--- config.mk ---
export PLATFORM = sky130hd
export DESIGN_NAME = multichannel_boxcar_averager_top_flat
export DESIGN_NICKNAME = d
export VERILOG_FILES = /design/src/mba_pkg.sv /design/src/mba_ifs.sv /design/src/mba_sum_ram.sv /design/src/mba_div.sv /design/src/multichannel_boxcar_averager_top.sv /design/src/flat_wrapper.sv
export SDC_FILE = /design/constraint.sdc
export NUM_CORES = 1
export LEC_CHECK = 0
export ABC_CLOCK_PERIOD_IN_PS = 17400
export BUFFER_PORTS_ARGS = -buffer_cell sky130_fd_sc_hd__buf_4
export CORE_MARGIN = 2
export CORE_UTILIZATION = 30
export DETAILED_ROUTE_END_ITERATION = 10
export SLEW_MARGIN = 20
export SYNTH_ARGS = -nofsm -noshare
export SYNTH_HDL_FRONTEND = slang
export SYNTH_SLANG_ARGS = --single-unit
--- constraint.sdc ---
create_clock -name i_clk -period 17.4 [get_ports i_clk]
set_clock_uncertainty 0.05 [all_clocks]
set_input_delay 0 -clock i_clk [delete_from_list [all_inputs] [get_ports i_clk]]
set_output_delay 0 -clock i_clk [all_outputs]
set_load 0.02 [all_outputs]
--- src/mba_pkg.sv ---
package mba_pkg;

    localparam int NUM_CH          = 9;
    localparam int FIRST_AUX       = 7;
    localparam int CH_W            = 4;
    localparam int SAMPLE_W        = 16;
    localparam int SUM_W           = 32;
    localparam int THRESH_W        = 12;
    localparam int AUX_CHANNELS_DEF = 2;
    localparam int COUNT_MAX_DEF   = 4095;

    localparam logic [THRESH_W-1:0] THRESH_RESET = 12'd214;

    typedef enum logic [2:0] {
        S_IDLE,
        S_READ,
        S_ADD,
        S_DIV,
        S_PUSH
    } t_state;

    typedef logic signed [SAMPLE_W-1:0] t_sample;
    typedef logic signed [SUM_W-1:0]    t_sum;

endpackage

--- src/mba_ifs.sv ---
interface mba_scan_if import mba_pkg::*; ();
    logic    valid;
    logic    ready;
    logic    restart;
    t_sample x_rate;
    t_sample y_rate;
    t_sample z_rate;
    t_sample ref_volt;
    t_sample x_accel;
    t_sample y_accel;
    t_sample z_accel;
    t_sample aux_zero;
    t_sample aux_one;

    modport source (
        output valid, restart, x_rate, y_rate, z_rate, ref_volt,
               x_accel, y_accel, z_accel, aux_zero, aux_one,
        input  ready
    );
    modport sink (
        input  valid, restart, x_rate, y_rate, z_rate, ref_volt,
               x_accel, y_accel, z_accel, aux_zero, aux_one,
        output ready
    );
endinterface

interface mba_avg_if import mba_pkg::*; ();
    logic    valid;
    logic    ready;
    t_sample x_rate_avg;
    t_sample y_rate_avg;
    t_sample z_rate_avg;
    t_sample ref_volt_avg;
    t_sample x_accel_avg;
    t_sample y_accel_avg;
    t_sample z_accel_avg;
    t_sample aux_zero_avg;
    t_sample aux_one_avg;
    logic    fresh;
    logic    count_full;

    modport source (
        output valid, x_rate_avg, y_rate_avg, z_rate_avg, ref_volt_avg,
               x_accel_avg, y_accel_avg, z_accel_avg, aux_zero_avg,
               aux_one_avg, fresh, count_full,
        input  ready
    );
    modport sink (
        input  valid, x_rate_avg, y_rate_avg, z_rate_avg, ref_volt_avg,
               x_accel_avg, y_accel_avg, z_accel_avg, aux_zero_avg,
               aux_one_avg, fresh, count_full,
        output ready
    );
endinterface

--- src/mba_sum_ram.sv ---
module mba_sum_ram import mba_pkg::*; (
    input  logic            i_clk,
    input  logic            i_we,
    input  logic [CH_W-1:0] i_waddr,
    input  t_sum            i_wdata,
    input  logic            i_re,
    input  logic [CH_W-1:0] i_raddr,
    output t_sum            o_rdata
);

    t_sum r_mem [NUM_CH];
    t_sum r_rdata;

    always_ff @(posedge i_clk) begin
        if (i_we) begin
            r_mem[i_waddr] <= i_wdata;
        end
    end

    always_ff @(posedge i_clk) begin
        if (i_re) begin
            r_rdata <= r_mem[i_raddr];
        end
    end

    assign o_rdata = r_rdata;

endmodule

--- src/mba_div.sv ---
module mba_div import mba_pkg::*; #(
    parameter int CW = 12
) (
    input  logic          i_clk,
    input  logic          i_rst_n,
    input  logic          i_start,
    input  t_sum          i_dividend,
    input  logic [CW-1:0] i_divisor,
    output logic          o_done,
    output t_sample       o_quotient
);

    localparam int ITW = $clog2(SUM_W + 1);

    logic             r_busy;
    logic             r_done;
    logic [ITW-1:0]   r_cnt;
    logic [SUM_W-1:0] r_mag;
    logic             r_neg;
    logic [CW-1:0]    r_rem;
    logic [CW-1:0]    r_div;

    logic [CW:0]      w_trial;
    logic             w_ge;
    logic [SUM_W-1:0] w_abs;

    assign w_abs   = i_dividend[SUM_W-1] ? SUM_W'(-i_dividend) : SUM_W'(i_dividend);
    assign w_trial = {r_rem, r_mag[SUM_W-1]};
    assign w_ge    = w_trial >= {1'b0, r_div};

    always_ff @(posedge i_clk) begin
        if (!i_rst_n) begin
            r_busy <= 1'b0;
            r_done <= 1'b0;
            r_cnt  <= '0;
        end else begin
            r_done <= 1'b0;
            if (i_start) begin
                r_busy <= 1'b1;
                r_cnt  <= ITW'(SUM_W);
            end else if (r_busy) begin
                r_cnt <= r_cnt - 1'b1;
                if (r_cnt == ITW'(1)) begin
                    r_busy <= 1'b0;
                    r_done <= 1'b1;
                end
            end
        end
    end

    always_ff @(posedge i_clk) begin
        if (i_start) begin
            r_mag <= w_abs;
            r_neg <= i_dividend[SUM_W-1];
            r_rem <= '0;
            r_div <= i_divisor;
        end else if (r_busy) begin
            r_rem <= w_ge ? CW'(w_trial - {1'b0, r_div}) : CW'(w_trial);
            r_mag <= {r_mag[SUM_W-2:0], w_ge};
        end
    end

    // truncated toward zero, clamped to the sample range
    always_comb begin
        if (r_neg) begin
            if (r_mag > SUM_W'(32768)) begin
                o_quotient = 16'sh8000;
            end else begin
                o_quotient = SAMPLE_W'(-r_mag);
            end
        end else begin
            if (r_mag > SUM_W'(32767)) begin
                o_quotient = 16'sh7FFF;
            end else begin
                o_quotient = SAMPLE_W'(r_mag);
            end
        end
    end

    assign o_done = r_done;

endmodule

--- src/multichannel_boxcar_averager_top.sv ---
// Channel    Dir  Carries
// i_scan     in   restart flag and nine channel samples
// o_avg      out  nine held averages, fresh, count_full
// i_cfg_*    in   scan count threshold for recomputing averages
//
// A scan visits every channel in turn (sum RAM read, then add and, for active
// channels, write back), plus a divide per active channel when averages are
// recomputed (serial restoring divider, one quotient bit a cycle).
// Reset is synchronous; sums read as zero until written after reset or restart.
// A finished result waits in the output register; the next scan is taken meanwhile.
// A second result waits until that register is taken, holding off the input.
module multichannel_boxcar_averager_top import mba_pkg::*; #(
    parameter int AUX_CHANNELS = AUX_CHANNELS_DEF,
    parameter int COUNT_MAX    = COUNT_MAX_DEF
) (
    input  logic                i_clk,
    input  logic                i_rst_n,
    input  logic                i_cfg_we,
    input  logic [THRESH_W-1:0] i_cfg_wdata,
    mba_scan_if.sink            i_scan,
    mba_avg_if.source           o_avg
);

    localparam int CW      = $clog2(COUNT_MAX + 1);
    localparam int CMPW    = (CW > THRESH_W) ? CW : THRESH_W;
    localparam int NUM_ACT = FIRST_AUX + AUX_CHANNELS;
    localparam logic [CW-1:0]   CNT_MAX = CW'(COUNT_MAX);
    localparam logic [CH_W-1:0] CH_LAST = CH_W'(NUM_CH - 1);
    localparam logic [CH_W-1:0] CH_ACT  = CH_W'(NUM_ACT);

    t_state              r_state, n_state;
    logic [THRESH_W-1:0] r_thresh;
    logic [CW-1:0]       r_count;
    logic                r_fresh;
    logic                r_full;
    logic [CH_W-1:0]     r_ch;
    logic [NUM_CH-1:0]   r_vld;
    t_sample             r_samp [NUM_CH];
    t_sample             r_avg [NUM_CH];
    t_sample             r_out_avg [NUM_CH];
    logic                r_out_fresh;
    logic                r_out_full;
    logic                r_out_valid;

    logic          w_acc;
    logic [CW-1:0] w_base;
    logic          w_full;
    logic [CW-1:0] w_newcnt;
    logic          w_fresh;
    logic          w_act;
    logic          w_last;
    t_sum          w_rdata;
    t_sum          w_old;
    logic signed [SUM_W:0] w_ext;
    t_sum          w_newsum;
    logic          w_ram_re;
    logic          w_ram_we;
    logic          w_div_start;
    logic          w_div_done;
    t_sample       w_div_q;
    logic          w_push;
    logic          w_ready;

    assign w_acc    = i_scan.valid && w_ready;
    assign w_base   = i_scan.restart ? '0 : r_count;
    assign w_full   = w_base >= CNT_MAX;
    assign w_newcnt = w_full ? w_base : w_base + 1'b1;
    assign w_fresh  = CMPW'(w_newcnt) > CMPW'(r_thresh);
    assign w_act    = r_ch < CH_ACT;
    assign w_last   = r_ch == CH_LAST;

    assign w_old = r_vld[r_ch] ? w_rdata : '0;
    assign w_ext = {w_old[SUM_W-1], w_old} + (SUM_W+1)'(r_samp[r_ch]);

    always_comb begin
        if (r_full) begin
            w_newsum = w_old;
        end else if (w_ext[SUM_W] != w_ext[SUM_W-1]) begin
            w_newsum = w_ext[SUM_W] ? {1'b1, {(SUM_W-1){1'b0}}} : {1'b0, {(SUM_W-1){1'b1}}};
        end else begin
            w_newsum = w_ext[SUM_W-1:0];
        end
    end

    mba_sum_ram u_ram (
        .i_clk   (i_clk),
        .i_we    (w_ram_we),
        .i_waddr (r_ch),
        .i_wdata (w_newsum),
        .i_re    (w_ram_re),
        .i_raddr (r_ch),
        .o_rdata (w_rdata)
    );

    mba_div #(
        .CW (CW)
    ) u_div (
        .i_clk      (i_clk),
        .i_rst_n    (i_rst_n),
        .i_start    (w_div_start),
        .i_dividend (w_newsum),
        .i_divisor  (r_count),
        .o_done     (w_div_done),
        .o_quotient (w_div_q)
    );

    always_comb begin
        n_state = r_state;
        unique case (r_state)
            S_IDLE: begin
                if (w_acc) n_state = S_READ;
            end
            S_READ: begin
                n_state = S_ADD;
            end
            S_ADD: begin
                if (r_fresh && w_act) n_state = S_DIV;
                else if (w_last)      n_state = S_PUSH;
                else                  n_state = S_READ;
            end
            S_DIV: begin
                if (w_div_done) n_state = w_last ? S_PUSH : S_READ;
            end
            S_PUSH: begin
                if (w_push) n_state = S_IDLE;
            end
            default: n_state = S_IDLE;
        endcase
    end

    always_comb begin
        w_ready     = 1'b0;
        w_ram_re    = 1'b0;
        w_ram_we    = 1'b0;
        w_div_start = 1'b0;
        w_push      = 1'b0;
        unique case (r_state)
            S_IDLE: w_ready = 1'b1;
            S_READ: w_ram_re = 1'b1;
            S_ADD: begin
                w_ram_we    = w_act && !r_full;
                w_div_start = w_act && r_fresh;
            end
            S_DIV: ;
            S_PUSH: w_push = !r_out_valid || o_avg.ready;
            default: ;
        endcase
    end

    always_ff @(posedge i_clk) begin
        if (!i_rst_n) begin
            r_state     <= S_IDLE;
            r_thresh    <= THRESH_RESET;
            r_count     <= '0;
            r_ch        <= '0;
            r_vld       <= '0;
            r_out_valid <= 1'b0;
            for (int i = 0; i < NUM_CH; i++) begin
                r_avg[i] <= '0;
            end
        end else begin
            r_state <= n_state;
            if (i_cfg_we) begin
                r_thresh <= i_cfg_wdata;
            end
            if (w_acc) begin
                r_count <= w_newcnt;
                r_ch    <= '0;
                if (i_scan.restart) begin
                    r_vld <= '0;
                end
            end
            if (w_ram_we) begin
                r_vld[r_ch] <= 1'b1;
            end
            if ((r_state == S_ADD && !(r_fresh && w_act)) ||
                (r_state == S_DIV && w_div_done)) begin
                if (!w_last) r_ch <= r_ch + 1'b1;
            end
            if (r_state == S_DIV && w_div_done) begin
                r_avg[r_ch] <= w_div_q;
            end
            if (w_push) begin
                r_out_valid <= 1'b1;
            end else if (o_avg.ready) begin
                r_out_valid <= 1'b0;
            end
        end
    end

    always_ff @(posedge i_clk) begin
        if (w_acc) begin
            r_fresh   <= w_fresh;
            r_full    <= w_full;
            r_samp[0] <= i_scan.x_rate;
            r_samp[1] <= i_scan.y_rate;
            r_samp[2] <= i_scan.z_rate;
            r_samp[3] <= i_scan.ref_volt;
            r_samp[4] <= i_scan.x_accel;
            r_samp[5] <= i_scan.y_accel;
            r_samp[6] <= i_scan.z_accel;
            r_samp[7] <= i_scan.aux_zero;
            r_samp[8] <= i_scan.aux_one;
        end
        if (w_push) begin
            r_out_avg   <= r_avg;
            r_out_fresh <= r_fresh;
            r_out_full  <= r_full;
        end
    end

    assign i_scan.ready       = w_ready;
    assign o_avg.valid        = r_out_valid;
    assign o_avg.x_rate_avg   = r_out_avg[0];
    assign o_avg.y_rate_avg   = r_out_avg[1];
    assign o_avg.z_rate_avg   = r_out_avg[2];
    assign o_avg.ref_volt_avg = r_out_avg[3];
    assign o_avg.x_accel_avg  = r_out_avg[4];
    assign o_avg.y_accel_avg  = r_out_avg[5];
    assign o_avg.z_accel_avg  = r_out_avg[6];
    assign o_avg.aux_zero_avg = r_out_avg[7];
    assign o_avg.aux_one_avg  = r_out_avg[8];
    assign o_avg.fresh        = r_out_fresh;
    assign o_avg.count_full   = r_out_full;

    a_busy_not_ready: assert property (@(posedge i_clk) disable iff (!i_rst_n)
        (r_state != S_IDLE) |-> !i_scan.ready)
        else $error("scan transfer possible while busy");

    a_count_bound: assert property (@(posedge i_clk) disable iff (!i_rst_n)
        r_count <= CNT_MAX)
        else $error("scan count beyond saturation");

    a_div_done_state: assert property (@(posedge i_clk) disable iff (!i_rst_n)
        w_div_done |-> (r_state == S_DIV))
        else $error("divider finished outside divide state");

    a_no_ram_clash: assert property (@(posedge i_clk) disable iff (!i_rst_n)
        !(w_ram_we && w_ram_re))
        else $error("sum RAM read and write in one cycle");

    a_unused_aux: assert property (@(posedge i_clk) disable iff (!i_rst_n)
        (AUX_CHANNELS < 2) |-> (r_avg[NUM_CH-1] == '0))
        else $error("inactive auxiliary average changed");

endmodule

--- src/flat_wrapper.sv ---
// flat-port wrapper written by rule: the top's interface ports become plain ports
module multichannel_boxcar_averager_top_flat import mba_pkg::*;
#(
    parameter int AUX_CHANNELS = AUX_CHANNELS_DEF,
    parameter int COUNT_MAX    = COUNT_MAX_DEF
)
  (i_clk, i_rst_n, i_cfg_we, i_cfg_wdata, i_scan_valid, i_scan_restart, i_scan_x_rate, i_scan_y_rate, i_scan_z_rate, i_scan_ref_volt, i_scan_x_accel, i_scan_y_accel, i_scan_z_accel, i_scan_aux_zero, i_scan_aux_one, i_scan_ready, o_avg_valid, o_avg_x_rate_avg, o_avg_y_rate_avg, o_avg_z_rate_avg, o_avg_ref_volt_avg, o_avg_x_accel_avg, o_avg_y_accel_avg, o_avg_z_accel_avg, o_avg_aux_zero_avg, o_avg_aux_one_avg, o_avg_fresh, o_avg_count_full, o_avg_ready);
  mba_scan_if i_scan_i ();
  mba_avg_if o_avg_i ();
  input  logic i_clk;
  input  logic i_rst_n;
  input  logic i_cfg_we;
  input  logic [THRESH_W-1:0] i_cfg_wdata;
  input wire logic [$bits(i_scan_i.valid)-1:0] i_scan_valid;
  input wire logic [$bits(i_scan_i.restart)-1:0] i_scan_restart;
  input wire logic [$bits(i_scan_i.x_rate)-1:0] i_scan_x_rate;
  input wire logic [$bits(i_scan_i.y_rate)-1:0] i_scan_y_rate;
  input wire logic [$bits(i_scan_i.z_rate)-1:0] i_scan_z_rate;
  input wire logic [$bits(i_scan_i.ref_volt)-1:0] i_scan_ref_volt;
  input wire logic [$bits(i_scan_i.x_accel)-1:0] i_scan_x_accel;
  input wire logic [$bits(i_scan_i.y_accel)-1:0] i_scan_y_accel;
  input wire logic [$bits(i_scan_i.z_accel)-1:0] i_scan_z_accel;
  input wire logic [$bits(i_scan_i.aux_zero)-1:0] i_scan_aux_zero;
  input wire logic [$bits(i_scan_i.aux_one)-1:0] i_scan_aux_one;
  output wire logic [$bits(i_scan_i.ready)-1:0] i_scan_ready;
  output wire logic [$bits(o_avg_i.valid)-1:0] o_avg_valid;
  output wire logic [$bits(o_avg_i.x_rate_avg)-1:0] o_avg_x_rate_avg;
  output wire logic [$bits(o_avg_i.y_rate_avg)-1:0] o_avg_y_rate_avg;
  output wire logic [$bits(o_avg_i.z_rate_avg)-1:0] o_avg_z_rate_avg;
  output wire logic [$bits(o_avg_i.ref_volt_avg)-1:0] o_avg_ref_volt_avg;
  output wire logic [$bits(o_avg_i.x_accel_avg)-1:0] o_avg_x_accel_avg;
  output wire logic [$bits(o_avg_i.y_accel_avg)-1:0] o_avg_y_accel_avg;
  output wire logic [$bits(o_avg_i.z_accel_avg)-1:0] o_avg_z_accel_avg;
  output wire logic [$bits(o_avg_i.aux_zero_avg)-1:0] o_avg_aux_zero_avg;
  output wire logic [$bits(o_avg_i.aux_one_avg)-1:0] o_avg_aux_one_avg;
  output wire logic [$bits(o_avg_i.fresh)-1:0] o_avg_fresh;
  output wire logic [$bits(o_avg_i.count_full)-1:0] o_avg_count_full;
  input wire logic [$bits(o_avg_i.ready)-1:0] o_avg_ready;
  assign i_scan_i.valid = i_scan_valid;
  assign i_scan_i.restart = i_scan_restart;
  assign i_scan_i.x_rate = i_scan_x_rate;
  assign i_scan_i.y_rate = i_scan_y_rate;
  assign i_scan_i.z_rate = i_scan_z_rate;
  assign i_scan_i.ref_volt = i_scan_ref_volt;
  assign i_scan_i.x_accel = i_scan_x_accel;
  assign i_scan_i.y_accel = i_scan_y_accel;
  assign i_scan_i.z_accel = i_scan_z_accel;
  assign i_scan_i.aux_zero = i_scan_aux_zero;
  assign i_scan_i.aux_one = i_scan_aux_one;
  assign i_scan_ready = i_scan_i.ready;
  assign o_avg_valid = o_avg_i.valid;
  assign o_avg_x_rate_avg = o_avg_i.x_rate_avg;
  assign o_avg_y_rate_avg = o_avg_i.y_rate_avg;
  assign o_avg_z_rate_avg = o_avg_i.z_rate_avg;
  assign o_avg_ref_volt_avg = o_avg_i.ref_volt_avg;
  assign o_avg_x_accel_avg = o_avg_i.x_accel_avg;
  assign o_avg_y_accel_avg = o_avg_i.y_accel_avg;
  assign o_avg_z_accel_avg = o_avg_i.z_accel_avg;
  assign o_avg_aux_zero_avg = o_avg_i.aux_zero_avg;
  assign o_avg_aux_one_avg = o_avg_i.aux_one_avg;
  assign o_avg_fresh = o_avg_i.fresh;
  assign o_avg_count_full = o_avg_i.count_full;
  assign o_avg_i.ready = o_avg_ready;
  multichannel_boxcar_averager_top #(.AUX_CHANNELS(AUX_CHANNELS), .COUNT_MAX(COUNT_MAX)) u_core (.i_clk(i_clk), .i_rst_n(i_rst_n), .i_cfg_we(i_cfg_we), .i_cfg_wdata(i_cfg_wdata), .i_scan(i_scan_i), .o_avg(o_avg_i));
endmodule
==> results of run 1 <==
timing repair:
action	CTS	global route
endpoints found under the hold margin	188	0
buffers inserted	0	0
hold buffers	287	0
layer usage:
layer	GRT usage [%]	share of wire [%]	vias up
met5	0	0	-
li1	-	-	11400
met4	4.08	2.4	0
met1	20.9	45	12100
met3	2.66	6.6	153
met2	24.1	46	846
layout by cell type, fill, tap and decap left out, types with 15 or more instances in the layout:
master         count
o211ai_1          22
dlygate4sd3_1    287
xnor2_1           42
ha_1              66
and3_1            28
a21oi_1          100
o211a_1          131
o21ai_0          167
xor2_1            27
mux4_2            96
a21boi_0          25
nor2b_1           34
a211oi_1          15
clkbuf_16         90
edfxtp_1         657
or3_1             16
nand4_1           15
buf_4            354
dfxtp_1          201
clkbuf_1          17
nand3_1           28
nor3_1            27
inv_1             75
nor2_1            91
mux2i_1           63
nand2b_1          30
nand2_1          345
and2_1            24
worst min path at each step:
stage | start | endpoint | slack [ns] | cells after the start
floorplan | i_scan_x_rate[0] | u_core.r_samp[0][0]$_DFFE_PP_ | 0.05 | 0
global placement | i_scan_z_rate[3] | u_core.r_samp[2][3]$_DFFE_PP_ | 0.13 | 1
detailed placement | i_scan_y_accel[11] | u_core.r_samp[5][11]$_DFFE_PP_ | 0.13 | 1
CTS | i_scan_aux_one[9] | u_core.r_samp[8][9]$_DFFE_PP_ | 0.0003 | 2
global route | i_scan_ref_volt[9] | u_core.r_samp[3][9]$_DFFE_PP_ | 0.02 | 2
finish | i_scan_ref_volt[15] | u_core.r_samp[3][15]$_DFFE_PP_ | 0.03 | 2
area by class of cell:
cell class / instances / share of cell area (%)
flip-flops and latches: 862 / 51.0
multi-input cells: 1607 / 25.6
repair buffers: 641 / 11.8
clock buffers: 111 / 5.07
well taps: 1625 / 4.35
clock inverters: 53 / 1.48
inverters: 77 / 0.629
diodes: 1 / 0.00535
power by group through the flow:
stage / Clock, W / Combinational, W / Sequential (W)
after floorplan: 0 / 0.000344 / 0.00236
after global placement: 0 / 0.000498 / 0.00237
after detailed placement: 0 / 0.000501 / 0.00237
after CTS: 0.00203 / 0.000554 / 0.00233
after global routing: 0.00212 / 0.000618 / 0.00234
final: 0.00199 / 0.000559 / 0.00233
through the flow:
stage	total power [W]	std cells
after floorplan	0.00271	2698
after global placement	0.00287	4525
after detailed placement	0.00287	4525
after CTS	0.00491	4976
after global routing	0.00507	4977
final	0.00488	4977
worst max-delay path: cells and delay by family (launching register included):
kind	cells	cell delay, ns
adder cells (fa/ha/maj)	2	0.67
XOR/XNOR	1	0.18
AO/OA/AOI/OAI	5	1.38
buffers and inverters	4	1.04
flip-flops	1	0.75
AND/OR/NAND/NOR	11	3.22
cells by family after synthesis:
family | share of synthesized area (%)
AOI/OAI and AO/OA | 11.7
xor gates and xnor gates | 1.65
adders and majority gates | 2.36
buffers and inverters | 2.42
DFF | 65.1
muxes | 7.69
and+or+nand+nor | 9.13
flip-flops by register name, summed over array words and instances (netlist names), 16 cells and up:
signal and count:
u_core.u_ram.r_mem 288, u_core.r_avg 144, u_core.r_samp 144, u_core.u_div.r_mag 32
u_core.u_ram.o_rdata 32, u_core.o_avg.aux_one_avg 16, u_core.o_avg.aux_zero_avg 16, u_core.o_avg.ref_volt_avg 16
u_core.o_avg.x_accel_avg 16, u_core.o_avg.x_rate_avg 16, u_core.o_avg.y_accel_avg 16, u_core.o_avg.y_rate_avg 16
u_core.o_avg.z_accel_avg 16, u_core.o_avg.z_rate_avg 16
==> report_table.html, run 1 <==
<table>
<tr><th>Metric</th><th>Value</th></tr>
<tr><th colspan="2">Synth</th></tr>
<tr><td>Proportion of register bits with asynchronous set or reset after synthesis</td><td>0%</td></tr>
<tr><td>Fraction of synthesized cell area taken by the top area cell type</td><td>between 50 and 60%</td></tr>
<tr><td>Nets in the synthesized netlist</td><td>2928</td></tr>
<tr><td>Average footprint of a synthesized cell</td><td>13.6 sq um</td></tr>
<tr><td>Largest area contributor in the netlist</td><td>edfxtp_1</td></tr>
<tr><td>Most numerous cell types in the synthesized netlist</td><td>edfxtp_1 (657), nand2_1 (345), dfxtp_1 (205)</td></tr>
<tr><td>Seq cells post-synth</td><td>between 800 and 900</td></tr>
<tr><td>Most frequent cell after synthesis</td><td>edfxtp_1</td></tr>
<tr><td>Number of unique standard cell types used by synthesis</td><td>86</td></tr>
<tr><td>Yosys warning count</td><td>0</td></tr>
<tr><td>Cell Area, Synth</td><td>approximately 37000 sq um</td></tr>
<tr><td>Main flop type after synthesis</td><td>edfxtp_1</td></tr>
<tr><td>Largest cells by area after synthesis</td><td>edfxtp_1 (54%), dfxtp_1 (11%), mux4_2 (5.9%)</td></tr>
<tr><td>Seq/Total Area, Yosys</td><td>65.1%</td></tr>
<tr><td>EDFF count, synth</td><td>between 600 and 700</td></tr>
<tr><td>Synthesized instance count</td><td>~2700</td></tr>
<tr><th colspan="2">Floorplanning</th></tr>
<tr><td>Height of the die</td><td>around 350 um</td></tr>
<tr><td>Number of primary I/O pins</td><td>310</td></tr>
<tr><td>Std-Cell Core Area</td><td>between 100000 and 150000 sq um</td></tr>
<tr><td>Die Width</td><td>353 um</td></tr>
<tr><td>Row cnt</td><td>128</td></tr>
<tr><td>Initial cell density of the core</td><td>a little under a third</td></tr>
<tr><td>Die area</td><td>~120000 sq um</td></tr>
<tr><th colspan="2">STA</th></tr>
<tr><td>Setup-failing EPs final</td><td>0</td></tr>
<tr><td>Setup repair after global routing missed its margin</td><td>false</td></tr>
<tr><td>Number of hold violations in the final report</td><td>0</td></tr>
<tr><td>Period Utilization, post-route</td><td>43.7%</td></tr>
<tr><td>Fin. max-slew vios</td><td>0</td></tr>
<tr><td>Post-route setup slack</td><td>between 9 and 10 ns</td></tr>
<tr><td>Post-layout min period</td><td>7.60 ns</td></tr>
<tr><td>Least-Margin Pin Slew</td><td>1.15 ns</td></tr>
<tr><td>WHS</td><td>0.0303 ns</td></tr>
<tr><td>Sum Neg Setup Slack</td><td>0 ns</td></tr>
<tr><td>Highest Clock Rate</td><td>0.132 GHz</td></tr>
<tr><td>Worst slew margin relative to its limit</td><td>approximately a quarter</td></tr>
<tr><th colspan="2">Layout</th></tr>
<tr><td>Fraction of layout cells with a size suffix above 1</td><td>around a fifth</td></tr>
<tr><td>Number of fill cells</td><td>11400</td></tr>
<tr><td>Area of all placed cells without fillers</td><td>46800 sq um</td></tr>
<tr><td>Area used by sequential logic in the layout</td><td>~24000 sq um</td></tr>
<tr><td>Number of nets in the finished design</td><td>roughly 3500</td></tr>
<tr><td>Area taken by multi-input logic gates</td><td>approximately 12000 sq um</td></tr>
<tr><td>Post-layout util</td><td>about two fifths</td></tr>
<tr><td>Area growth from synthesis to final layout</td><td>27.7%</td></tr>
<tr><th colspan="2">Placement</th></tr>
<tr><td>Weighted congestion at the end of routability-driven global placement</td><td>approximately 0.88</td></tr>
<tr><td>Placed standard-cell area</td><td>40800 sq um</td></tr>
<tr><td>Hpwl dp</td><td>between 60 and 70 mm</td></tr>
<tr><td>Post-placement setup slack</td><td>9.78 ns</td></tr>
<tr><td>Quantity of I/O buffers inserted on ports</td><td>about 300</td></tr>
<tr><th colspan="2">Detailed routing</th></tr>
<tr><td>Routed length per instance</td><td>between 15 and 20 um</td></tr>
<tr><td>Post-detailed-route via-to-cell ratio</td><td>~5</td></tr>
<tr><td>Detailed Route WL</td><td>~96 mm</td></tr>
<tr><td>First DRT Iteration DRCs</td><td>around 1900</td></tr>
<tr><td>Number of detailed-route iterations in the first pass</td><td>5</td></tr>
<tr><td>Via count</td><td>~24000</td></tr>
<tr><td>Residual DRC</td><td>0</td></tr>
<tr><td>Number of nets still failing antenna checks after routing</td><td>0</td></tr>
<tr><th colspan="2">CTS</th></tr>
<tr><td>CTS clock-pin slew for the worst setup and hold paths</td><td>0.06 ns</td></tr>
<tr><td>Clock Sinks</td><td>roughly 860</td></tr>
<tr><td>Clock buffer count from CTS</td><td>between 80 and 90</td></tr>
<tr><td>Root Buffer Master</td><td>clkbuf_16</td></tr>
<tr><td>Latest clock arrival within the worst-skew pair</td><td>0.66 ns</td></tr>
<tr><td>Clock Tree Buf Depth</td><td>3</td></tr>
<tr><td>Number of H-tree levels</td><td>3</td></tr>
<tr><td>CTS tree</td><td>built</td></tr>
<tr><td>Count of instances resized after the clock tree is built</td><td>0</td></tr>
<tr><th colspan="2">Critical path</th></tr>
<tr><td>Cell chain of the critical path</td><td>buf_4 &gt; or3_1 &gt; o211ai_1 &gt; buf_4 &gt; and2_1 &gt; nand2_1 &gt; inv_1 &gt; ha_1 &gt; and4_1 &gt; nor4b_1 &gt; nor3b_1 &gt; a211o_1 &gt; or2_1 &gt; nand3_1 &gt; a41oi_1 &gt; inv_1 &gt; ha_1 &gt; nor3b_1 &gt; nand3b_1 &gt; or2_1 &gt; o21ai_0 &gt; xor2_1 &gt; o21ai_0</td></tr>
<tr><td>Startpoint of the worst register-to-register path</td><td>u_core.r_ch[2]$_SDFF_PN0_</td></tr>
<tr><td>Capturing instance or port of the critical path</td><td>u_core.u_div.r_mag[26]$_DFFE_PP_</td></tr>
<tr><td>Element type at the critical path start</td><td>flop</td></tr>
<tr><td>CP peak stage delay</td><td>approximately 0.81 ns</td></tr>
<tr><td>Setup CP Type</td><td>reg -&gt; reg</td></tr>
<tr><td>Reg2reg setup slack</td><td>around 9.8 ns</td></tr>
<tr><td>Critical register-to-register path endpoint</td><td>u_core.u_div.r_mag[26]$_DFFE_PP_</td></tr>
<tr><td>Slowest stage cell on the critical path</td><td>a41oi_1</td></tr>
<tr><td>Critical path data arrival time</td><td>7.93 ns</td></tr>
<tr><td>Crit path required time</td><td>about 18 ns</td></tr>
<tr><td>Crit-path max FO</td><td>32</td></tr>
<tr><td>Critical path startpoint</td><td>u_core.r_ch[2]$_SDFF_PN0_</td></tr>
<tr><td>Worst-case reg-to-reg path depth</td><td>23</td></tr>
<tr><td>Critical path endpoint category</td><td>flop</td></tr>
<tr><th colspan="2">Flow run</th></tr>
<tr><td>Max_cap viols</td><td>0</td></tr>
<tr><th colspan="2">GRT</th></tr>
<tr><td>Largest net degree at the start of global routing</td><td>98</td></tr>
<tr><td>Initial antenna violation count</td><td>1</td></tr>
<tr><td>Total track usage</td><td>approximately 15%</td></tr>
<tr><td>Vias in the first global route</td><td>about 24000</td></tr>
<tr><td>Global-route wire length before repair</td><td>146 mm</td></tr>
<tr><td>Global-route congestion overflow total</td><td>0</td></tr>
<tr><th colspan="2">Pwr</th></tr>
<tr><td>P_leak</td><td>about 18 nW</td></tr>
<tr><td>Cell-internal power</td><td>roughly 0.0037 W</td></tr>
<tr><td>Max rail drop VDD</td><td>0.000119 V</td></tr>
<tr><td>Ratio of total power to cell area</td><td>roughly 100 nW/um^2</td></tr>
<tr><td>Switching power summed over all nets</td><td>about 0.0012 W</td></tr>
<tr><td>Clock power frac</td><td>around two fifths</td></tr>
<tr><td>Comb power frac</td><td>approximately 11%</td></tr>
<tr><td>Net switching share of the total power</td><td>around a quarter</td></tr>
<tr><td>Relative contribution of sequential cells to total power</td><td>between 40% and 50%</td></tr>
<tr><th colspan="2">Hold path</th></tr>
<tr><td>Path type of the worst min-delay path</td><td>in -&gt; reg</td></tr>
<tr><th colspan="2">Status</th></tr>
<tr><td>Result of the run</td><td>completed</td></tr>
</table>
Note: power is estimated with default switching activity, not from simulation.
==> inputs of run 2 (changes only) <==
ABC_CLOCK_PERIOD_IN_PS = 7260   (was 17400)
clock period = 7.26 ns   (was 17.4 ns; I/O delays follow)
==> run 2 against run 1 <==
  * Count of clock-buffer cells in the layout increased by 9
  * Power grew 140%
  * Flip-flop and latch count did not move
  * Clock power increased by 130%
  * Highest routed layer unchanged
  * Critical endpoint is now u_core.u_div.r_mag[20]$_DFFE_PP_
==> report_table.html, run 2 (synthesis gave the netlist of run 1 again) <==
<table>
<tr><th>Metric</th><th>Value</th></tr>
<tr><th colspan="2">Floorplanning</th></tr>
<tr><td>Die area</td><td>about 120000 sq um</td></tr>
<tr><td>Row cnt</td><td>128</td></tr>
<tr><td>Height of the die</td><td>353 um</td></tr>
<tr><td>Initial cell density of the core</td><td>a little under a third</td></tr>
<tr><td>Number of primary I/O pins</td><td>a little over 300</td></tr>
<tr><td>Std-Cell Core Area</td><td>~120000 sq um</td></tr>
<tr><td>Die Width</td><td>between 300 and 400 um</td></tr>
<tr><th colspan="2">Pwr</th></tr>
<tr><td>Relative contribution of sequential cells to total power</td><td>slightly below 50%</td></tr>
<tr><td>P_leak</td><td>about 18 nW</td></tr>
<tr><td>Ratio of total power to cell area</td><td>250 nW/um^2</td></tr>
<tr><td>Clock power frac</td><td>between 40 and 50%</td></tr>
<tr><td>Max rail drop VDD</td><td>around 0.00024 V</td></tr>
<tr><td>Cell-internal power</td><td>between 0.008 and 0.009 W</td></tr>
<tr><td>Switching power summed over all nets</td><td>between 0.002 and 0.003 W</td></tr>
<tr><td>Net switching share of the total power</td><td>roughly a quarter</td></tr>
<tr><td>Comb power frac</td><td>approximately 12%</td></tr>
<tr><th colspan="2">Layout</th></tr>
<tr><td>Fraction of layout cells with a size suffix above 1</td><td>20.1%</td></tr>
<tr><td>Number of non-filler instances in the completed layout</td><td>4946</td></tr>
<tr><td>Number of nets in the finished design</td><td>3477</td></tr>
<tr><td>Diode insertion count for antenna repair</td><td>0</td></tr>
<tr><td>Flip-flop count of the largest register, all copies and words added</td><td>~290</td></tr>
<tr><td>Most flops, register</td><td>u_core.u_ram.r_mem</td></tr>
<tr><td>Area used by sequential logic in the layout</td><td>approximately 24000 sq um</td></tr>
<tr><td>Most frequent cells in the layout</td><td>edfxtp_1 (657), buf_4 (379), nand2_1 (345), dlygate4sd3_1 (232), dfxtp_1 (201)</td></tr>
<tr><td>Largest registers in the final layout</td><td>u_core.u_ram.r_mem: 288 flops, u_core.r_avg: 144 flops, u_core.r_samp: 144 flops</td></tr>
<tr><td>Number of fill cells</td><td>between 10000 and 15000</td></tr>
<tr><td>Area taken by multi-input logic gates</td><td>~12000 sq um</td></tr>
<tr><td>Area of all placed cells without fillers</td><td>46300 sq um</td></tr>
<tr><td>Leading cell type in the layout, fill and taps excluded</td><td>edfxtp_1</td></tr>
<tr><td>Area growth from synthesis to final layout</td><td>26.5%</td></tr>
<tr><th colspan="2">STA</th></tr>
<tr><td>Highest Clock Rate</td><td>0.152 GHz</td></tr>
<tr><td>WHS</td><td>0.0314 ns</td></tr>
<tr><td>Period Utilization, post-route</td><td>just over 90%</td></tr>
<tr><td>Setup-failing EPs final</td><td>0</td></tr>
<tr><td>Post-layout min period</td><td>about 6.6 ns</td></tr>
<tr><td>Worst slew margin relative to its limit</td><td>between 20% and 30%</td></tr>
<tr><td>Least-Margin Pin Slew</td><td>approximately 1.1 ns</td></tr>
<tr><td>Fin. max-slew vios</td><td>0</td></tr>
<tr><td>Post-route setup slack</td><td>~0.66 ns</td></tr>
<tr><td>Number of hold violations in the final report</td><td>0</td></tr>
<tr><td>Setup repair after global routing missed its margin</td><td>false</td></tr>
<tr><td>Sum Neg Setup Slack</td><td>0 ns</td></tr>
<tr><th colspan="2">Critical path</th></tr>
<tr><td>Critical register-to-register path endpoint</td><td>u_core.u_div.r_mag[20]$_DFFE_PP_</td></tr>
<tr><td>Reg2reg setup slack</td><td>0.66 ns</td></tr>
<tr><td>Startpoint of the worst register-to-register path</td><td>u_core.r_ch[0]$_SDFF_PN0_</td></tr>
<tr><td>Worst-case reg-to-reg path depth</td><td>24</td></tr>
<tr><td>Setup CP Type</td><td>reg -&gt; reg</td></tr>
<tr><td>Element type at the critical path start</td><td>flop</td></tr>
<tr><td>Crit path required time</td><td>around 7.6 ns</td></tr>
<tr><td>Critical path data arrival time</td><td>between 6 and 7 ns</td></tr>
<tr><td>Critical path endpoint category</td><td>flop</td></tr>
<tr><td>Crit-path max FO</td><td>33</td></tr>
<tr><th colspan="2">Placement</th></tr>
<tr><td>Weighted congestion at the end of routability-driven global placement</td><td>0.903</td></tr>
<tr><td>Hpwl dp</td><td>62.3 mm</td></tr>
<tr><td>Placed standard-cell area</td><td>approximately 40000 sq um</td></tr>
<tr><td>Total instance count after detailed placement</td><td>between 4000 and 5000</td></tr>
<tr><td>Post-placement setup slack</td><td>around 0.66 ns</td></tr>
<tr><td>Quantity of I/O buffers inserted on ports</td><td>309</td></tr>
<tr><th colspan="2">CTS</th></tr>
<tr><td>Clock Tree Buf Depth</td><td>3</td></tr>
<tr><td>Clock Sinks</td><td>around 860</td></tr>
<tr><td>Number of H-tree levels</td><td>3</td></tr>
<tr><td>Count of instances resized after the clock tree is built</td><td>0</td></tr>
<tr><td>CTS tree</td><td>built</td></tr>
<tr><td>Latest clock arrival within the worst-skew pair</td><td>around 0.64 ns</td></tr>
<tr><td>Root Buffer Master</td><td>clkbuf_16</td></tr>
<tr><td>Clock buffer count from CTS</td><td>87</td></tr>
<tr><td>CTS clock-pin slew for the worst setup and hold paths</td><td>0.06 ns</td></tr>
<tr><th colspan="2">Status</th></tr>
<tr><td>Result of the run</td><td>completed</td></tr>
<tr><th colspan="2">Hold path</th></tr>
<tr><td>Worst Hold Endpoint</td><td>u_core.r_samp[7][0]$_DFFE_PP_</td></tr>
<tr><td>Hold Startpoint</td><td>i_scan_aux_zero[0]</td></tr>
<tr><td>Hold Path Depth</td><td>2</td></tr>
<tr><td>Path type of the worst min-delay path</td><td>in -&gt; reg</td></tr>
<tr><th colspan="2">Flow run</th></tr>
<tr><td>Max_cap viols</td><td>0</td></tr>
<tr><th colspan="2">Detailed routing</th></tr>
<tr><td>First DRT Iteration DRCs</td><td>1702</td></tr>
<tr><td>Post-detailed-route via-to-cell ratio</td><td>approximately 4.9</td></tr>
<tr><td>Number of detailed-route iterations in the first pass</td><td>7</td></tr>
<tr><td>Routed length per instance</td><td>between 15 and 20 um</td></tr>
<tr><td>Residual DRC</td><td>0</td></tr>
<tr><td>Number of nets still failing antenna checks after routing</td><td>0</td></tr>
<tr><td>Via count</td><td>24100</td></tr>
<tr><td>Detailed Route WL</td><td>between 90 and 100 mm</td></tr>
<tr><th colspan="2">GRT</th></tr>
<tr><td>Global-route congestion overflow total</td><td>0</td></tr>
<tr><td>Largest net degree at the start of global routing</td><td>94</td></tr>
<tr><td>Total track usage</td><td>15.2%</td></tr>
<tr><td>Initial antenna violation count</td><td>0</td></tr>
<tr><td>Global-route wire length before repair</td><td>between 100 and 150 mm</td></tr>
<tr><td>Vias in the first global route</td><td>23700</td></tr>
</table>
==> run 2: changes by cell type in the layout (fill, tap and decap cells not counted), sizes merged <==
cell and delta:
buf +26, bufinv -4, clkbuf +9, clkinv -3, clkinvlp -6, diode -1, dlygate4sd3 -55, inv +3
==> run 2: per-layer routing <==
metal  up-vias  global-route usage, %  share of wire, %
met1     11900                   21.5                46
met2       782                   24.4                46
li1      11300                      -                 -
met5         -                      0                 0
met4         0                   3.48               2.0
met3       113                   2.41               5.9
==> run 2: critical path: stages, from the launching register on <==
cell      delay [ns]
dfxtp_4         0.42
buf_12          0.27
buf_4           0.39
mux4_2          0.54
mux2i_1         0.12
o21ai_0         0.11
ha_1            0.43
a211o_1         0.32
a211oi_1        0.28
nor3b_1         0.10
a211o_1         0.33
or2_1           0.25
buf_4           0.18
o21ai_2         0.32
o21ai_0         0.13
nand2_1         0.08
o21ai_0         0.13
inv_1           0.11
ha_1            0.16
nor3b_1         0.34
nand3b_1        0.21
or2_1           0.37
o41a_1          0.36
xnor2_1         0.14
o21ai_0         0.08
==> run 2: repair_timing <==
item / in CTS / in global routing
hold endpoints to repair: 238 / 0
buffers inserted: 0 / 0
hold buffers: 232 / 0
==> run 2: layout make-up <==
cell class / instances / area share, %
Clock buffer: 120 / 5.30
Clock inverter: 43 / 1.08
Inverter: 77 / 0.635
Multi-Input combinational cell: 1607 / 25.9
Sequential cell: 862 / 51.5
Tap cell: 1625 / 4.39
Timing Repair Buffer: 612 / 11.2
==> run 2: how the worst max path moves through the flow <==
stage / from / end / cells past startpoint
2_1_floorplan: u_core.r_ch[0]$_SDFF_PN0_ / u_core.u_div.r_mag[20]$_DFFE_PP_ / 28
3_3_place_gp: u_core.r_ch[0]$_SDFF_PN0_ / u_core.u_div.r_mag[20]$_DFFE_PP_ / 24
3_5_place_dp: u_core.r_ch[0]$_SDFF_PN0_ / u_core.u_div.r_mag[20]$_DFFE_PP_ / 24
4_1_cts: u_core.r_ch[0]$_SDFF_PN0_ / u_core.u_div.r_mag[20]$_DFFE_PP_ / 24
5_1_grt: u_core.r_ch[0]$_SDFF_PN0_ / u_core.u_div.r_mag[20]$_DFFE_PP_ / 24
6_report: u_core.r_ch[0]$_SDFF_PN0_ / u_core.u_div.r_mag[20]$_DFFE_PP_ / 24
==> run 2: through the flow <==
step / util (%) / power (W)
global route: 38.2 / 0.0120
global placement: 33.8 / 0.00690
detailed placement: 33.8 / 0.00691
floorplan: - / 0.00648
CTS: 38.1 / 0.0117
finish: 38.2 / 0.0116
==> run 2: power by group through the flow <==
| stage | Sequential, W | Clock [W] | Combinational [W] |
|---|---|---|---|
| floorplan | 0.00566 | 0 | 0.000824 |
| global placement | 0.00568 | 0 | 0.00122 |
| detailed placement | 0.00568 | 0 | 0.00122 |
| CTS | 0.00558 | 0.00475 | 0.00133 |
| global route | 0.00559 | 0.00495 | 0.00148 |
| finish | 0.00558 | 0.00464 | 0.00134 |
==> inputs of run 3 (changes only) <==
--- a/config.mk
+++ b/config.mk
@@ -9,2 +9,4 @@
 export BUFFER_PORTS_ARGS = -buffer_cell sky130_fd_sc_hd__buf_4
+export CELL_PAD_IN_SITES_DETAIL_PLACEMENT = 0
+export CELL_PAD_IN_SITES_GLOBAL_PLACEMENT = 1
 export CORE_MARGIN = 2
@@ -12,2 +14,3 @@
 export DETAILED_ROUTE_END_ITERATION = 10
+export PLACE_DENSITY_LB_ADDON = 0.1
 export SLEW_MARGIN = 20
--- a/constraint.sdc
+++ b/constraint.sdc
@@ -4,2 +4,2 @@
 set_output_delay 0 -clock i_clk [all_outputs]
-set_load 0.02 [all_outputs]
+set_load 0.01 [all_outputs]
==> run 3 against run 2 <==
  * Count of clock-buffer cells in the layout grew 6
  * Cell count grew 2.5%
  * First-iteration DRC count grew 10%
  * Clock power grew 8.4%
  * Largest power group unchanged
  * Highest routed layer is now met5
==> report_table.html, run 3 (synthesis gave the netlist of run 1 again) <==
<table>
<tr><th>Metric</th><th>Value</th></tr>
<tr><th colspan="2">Detailed routing</th></tr>
<tr><td>First DRT Iteration DRCs</td><td>~1900</td></tr>
<tr><td>Via count</td><td>roughly 25000</td></tr>
<tr><td>Routed length per instance</td><td>~21 um</td></tr>
<tr><td>Post-detailed-route via-to-cell ratio</td><td>~4.8</td></tr>
<tr><td>Detailed Route WL</td><td>~110 mm</td></tr>
<tr><td>Number of nets still failing antenna checks after routing</td><td>0</td></tr>
<tr><td>Residual DRC</td><td>0</td></tr>
<tr><td>Number of detailed-route iterations in the first pass</td><td>5</td></tr>
<tr><th colspan="2">STA</th></tr>
<tr><td>Setup repair after global routing missed its margin</td><td>false</td></tr>
<tr><td>Post-layout min period</td><td>approximately 6.6 ns</td></tr>
<tr><td>Period Utilization, post-route</td><td>between 90% and 100%</td></tr>
<tr><td>Fin. max-slew vios</td><td>0</td></tr>
<tr><td>Highest Clock Rate</td><td>0.152 GHz</td></tr>
<tr><td>Sum Neg Setup Slack</td><td>0 ns</td></tr>
<tr><td>Worst slew margin relative to its limit</td><td>just under 30%</td></tr>
<tr><td>Number of hold violations in the final report</td><td>0</td></tr>
<tr><td>WHS</td><td>0.0599 ns</td></tr>
<tr><td>Setup-failing EPs final</td><td>0</td></tr>
<tr><td>Least-Margin Pin Slew</td><td>around 1.1 ns</td></tr>
<tr><th colspan="2">GRT</th></tr>
<tr><td>Initial antenna violation count</td><td>3</td></tr>
<tr><td>Vias in the first global route</td><td>24900</td></tr>
<tr><td>Total track usage</td><td>17.1%</td></tr>
<tr><td>Met1 usage</td><td>about a quarter</td></tr>
<tr><td>Global routing's busiest layer</td><td>met2</td></tr>
<tr><td>Met3 capacity usage during global routing</td><td>approximately 2.7%</td></tr>
<tr><td>Largest net degree at the start of global routing</td><td>between 100 and 150</td></tr>
<tr><td>Global-route congestion overflow total</td><td>0</td></tr>
<tr><td>Routing usage on met2</td><td>between 20% and 30%</td></tr>
<tr><td>Global-route wire length before repair</td><td>around 160 mm</td></tr>
<tr><th colspan="2">Critical path</th></tr>
<tr><td>Element type at the critical path start</td><td>flop</td></tr>
<tr><td>CP dominant cell by count</td><td>a211o_1</td></tr>
<tr><td>Top Family by Delay on Critical Path</td><td>compound AO/OA/AOI/OAI gates</td></tr>
<tr><td>Cell chain of the critical path</td><td>buf_12 &gt; mux4_2 &gt; mux2i_1 &gt; o21ai_0 &gt; ha_1 &gt; a211o_1 &gt; a211oi_1 &gt; nor3b_1 &gt; a211o_1 &gt; o211a_4 &gt; a221oi_2 &gt; o21ai_0 &gt; a211o_1 &gt; or2_1 &gt; or2_1 &gt; o41a_1 &gt; xnor2_1 &gt; o21ai_1</td></tr>
<tr><td>Crit-path max FO</td><td>48</td></tr>
<tr><td>Worst-case reg-to-reg path depth</td><td>18</td></tr>
<tr><td>Critical path data arrival time</td><td>6.98 ns</td></tr>
<tr><td>Total number of cells along the worst setup path</td><td>18</td></tr>
<tr><td>Crit path required time</td><td>approximately 7.6 ns</td></tr>
<tr><td>Critical path endpoint category</td><td>flop</td></tr>
<tr><td>Slowest stage cell on the critical path</td><td>a221oi_2</td></tr>
<tr><td>Setup CP Type</td><td>reg -&gt; reg</td></tr>
<tr><td>CP peak stage delay</td><td>0.69 ns</td></tr>
<tr><td>Buffers plus inverters on the worst setup path</td><td>1</td></tr>
<tr><th colspan="2">Placement</th></tr>
<tr><td>Quantity of I/O buffers inserted on ports</td><td>309</td></tr>
<tr><td>Weighted congestion at the end of routability-driven global placement</td><td>0.881</td></tr>
<tr><td>Hpwl dp</td><td>roughly 72 mm</td></tr>
<tr><th colspan="2">CTS</th></tr>
<tr><td>Latest clock arrival within the worst-skew pair</td><td>0.70 ns</td></tr>
<tr><td>Clock Sinks</td><td>~860</td></tr>
<tr><td>Number of H-tree levels</td><td>3</td></tr>
<tr><td>Clock buffer count from CTS</td><td>98</td></tr>
<tr><td>Root Buffer Master</td><td>clkbuf_16</td></tr>
<tr><td>Setup Fix Bufs, Post-CTS</td><td>0</td></tr>
<tr><td>Clock Tree Buf Depth</td><td>3</td></tr>
<tr><td>CTS tree</td><td>built</td></tr>
<tr><td>CTS clock-pin slew for the worst setup and hold paths</td><td>roughly 0.06 ns</td></tr>
<tr><th colspan="2">Floorplanning</th></tr>
<tr><td>Die Width</td><td>about 350 um</td></tr>
<tr><td>Die area</td><td>roughly 120000 sq um</td></tr>
<tr><td>Number of primary I/O pins</td><td>between 300 and 400</td></tr>
<tr><td>Initial cell density of the core</td><td>about 30%</td></tr>
<tr><td>Row cnt</td><td>approximately 130</td></tr>
<tr><td>Height of the die</td><td>roughly 350 um</td></tr>
<tr><td>Std-Cell Core Area</td><td>about 120000 sq um</td></tr>
<tr><th colspan="2">Flow run</th></tr>
<tr><td>Max_cap viols</td><td>0</td></tr>
<tr><th colspan="2">Layout</th></tr>
<tr><td>Largest registers in the final layout</td><td>u_core.u_ram.r_mem: 288 flops, u_core.r_avg: 144 flops, u_core.r_samp: 144 flops</td></tr>
<tr><td>Most flops, register</td><td>u_core.u_ram.r_mem</td></tr>
<tr><td>Area growth from synthesis to final layout</td><td>30.3%</td></tr>
<tr><td>Leading cell type in the layout, fill and taps excluded</td><td>edfxtp_1</td></tr>
<tr><td>Flip-flop count of the largest register, all copies and words added</td><td>around 290</td></tr>
<tr><td>Number of nets in the finished design</td><td>~3600</td></tr>
<tr><td>Most frequent cells in the layout</td><td>edfxtp_1 (657), buf_4 (381), nand2_1 (345), dlygate4sd3_1 (328), dfxtp_1 (201)</td></tr>
<tr><td>Fraction of layout cells with a size suffix above 1</td><td>about a fifth</td></tr>
<tr><th colspan="2">Pwr</th></tr>
<tr><td>P_leak</td><td>between 15 and 20 nW</td></tr>
<tr><td>Max rail drop VDD</td><td>between 0.00015 and 0.0002 V</td></tr>
<tr><td>Ratio of total power to cell area</td><td>252 nW/um^2</td></tr>
<tr><th colspan="2">Hold path</th></tr>
<tr><td>Path type of the worst min-delay path</td><td>in -&gt; reg</td></tr>
<tr><td>Hold Path Depth</td><td>2</td></tr>
<tr><th colspan="2">Status</th></tr>
<tr><td>Result of the run</td><td>completed</td></tr>
</table>
run 3: through the flow:
| step | total power [W] | utilization, % | cell area, sq um | worst slack, ns | instances |
|---|---|---|---|---|---|
| after floorplan | 0.00648 | - | 36600 | 0.0356 | 2698 |
| after global placement | 0.00695 | 33.8 | 41000 | 0.434 | 4552 |
| final | 0.0120 | 39.3 | 47700 | 0.663 | 5070 |
| after detailed placement | 0.00696 | 33.8 | 41100 | 0.337 | 4553 |
| after CTS | 0.0122 | 39.3 | 47700 | 0.312 | 5067 |
| after global routing | 0.0125 | 39.3 | 47700 | 0.0751 | 5069 |
run 3: layer usage:
layer  part of all wire, %  up-vias  wire, um
li1                      -    11500         -
met1                    47    12200     50500
met2                    47      674     50700
met3                   4.5      127      4880
met4                   1.9        2      2080
met5                 0.012        -        13
run 3: final timing paths:
kind | startpoint | to | slack [ns]
worst max-delay path | u_core.r_ch[0]$_SDFF_PN0_ | u_core.u_div.r_mag[25]$_DFFE_PP_ | 0.66
worst min-delay path | i_scan_y_rate[1] | u_core.r_samp[1][1]$_DFFE_PP_ | 0.06
worst max register to register | u_core.r_ch[0]$_SDFF_PN0_ | u_core.u_div.r_mag[25]$_DFFE_PP_ | 0.66
worst min register to register | u_core.r_avg[11]$_SDFFE_PN0P_ | u_core.o_avg.aux_one_avg[11]$_DFFE_PP_ | 0.38
run 3: final cells by class:
class                           instances  area [sq um]
Antenna cell                            2          5.00
Clock buffer                          126          2650
Clock inverter                         60           677
Fill cell                           11500         73700
Inverter                               77           294
Multi-Input combinational cell       1607         12000
Sequential cell                       862         23800
Tap cell                             1625          2030
Timing Repair Buffer                  711          6190
run 3: worst register-to-register path: stages (launching register included):
cell	delay, ns
dfxtp_4	0.45
buf_12	0.33
mux4_2	0.66
mux2i_1	0.14
o21ai_0	0.12
ha_1	0.43
a211o_1	0.33
a211oi_1	0.46
nor3b_1	0.12
a211o_1	0.34
o211a_4	0.32
a221oi_2	0.70
o21ai_0	0.29
a211o_1	0.39
or2_1	0.27
or2_1	0.34
o41a_1	0.37
xnor2_1	0.19
o21ai_1	0.08
run 3: timing repair:
action                                  CTS  global route
resized for setup                         0             3
hold buffers                            328             0
endpoints found under the setup margin    0             9
hold endpoints to repair                206             0
run 3: report_power, final:
| part | total (W) | internal [W] | switching (W) | leakage (nW) |
|---|---|---|---|---|
| logic | 0.00141 | 0.000595 | 0.000813 | 9.10 |
| registers | 0.00559 | 0.00550 | 0.0000827 | 7.75 |
| clock network | 0.00503 | 0.00293 | 0.00210 | 1.62 |
| total | 0.0120 | 0.00903 | 0.00299 | 18.5 |
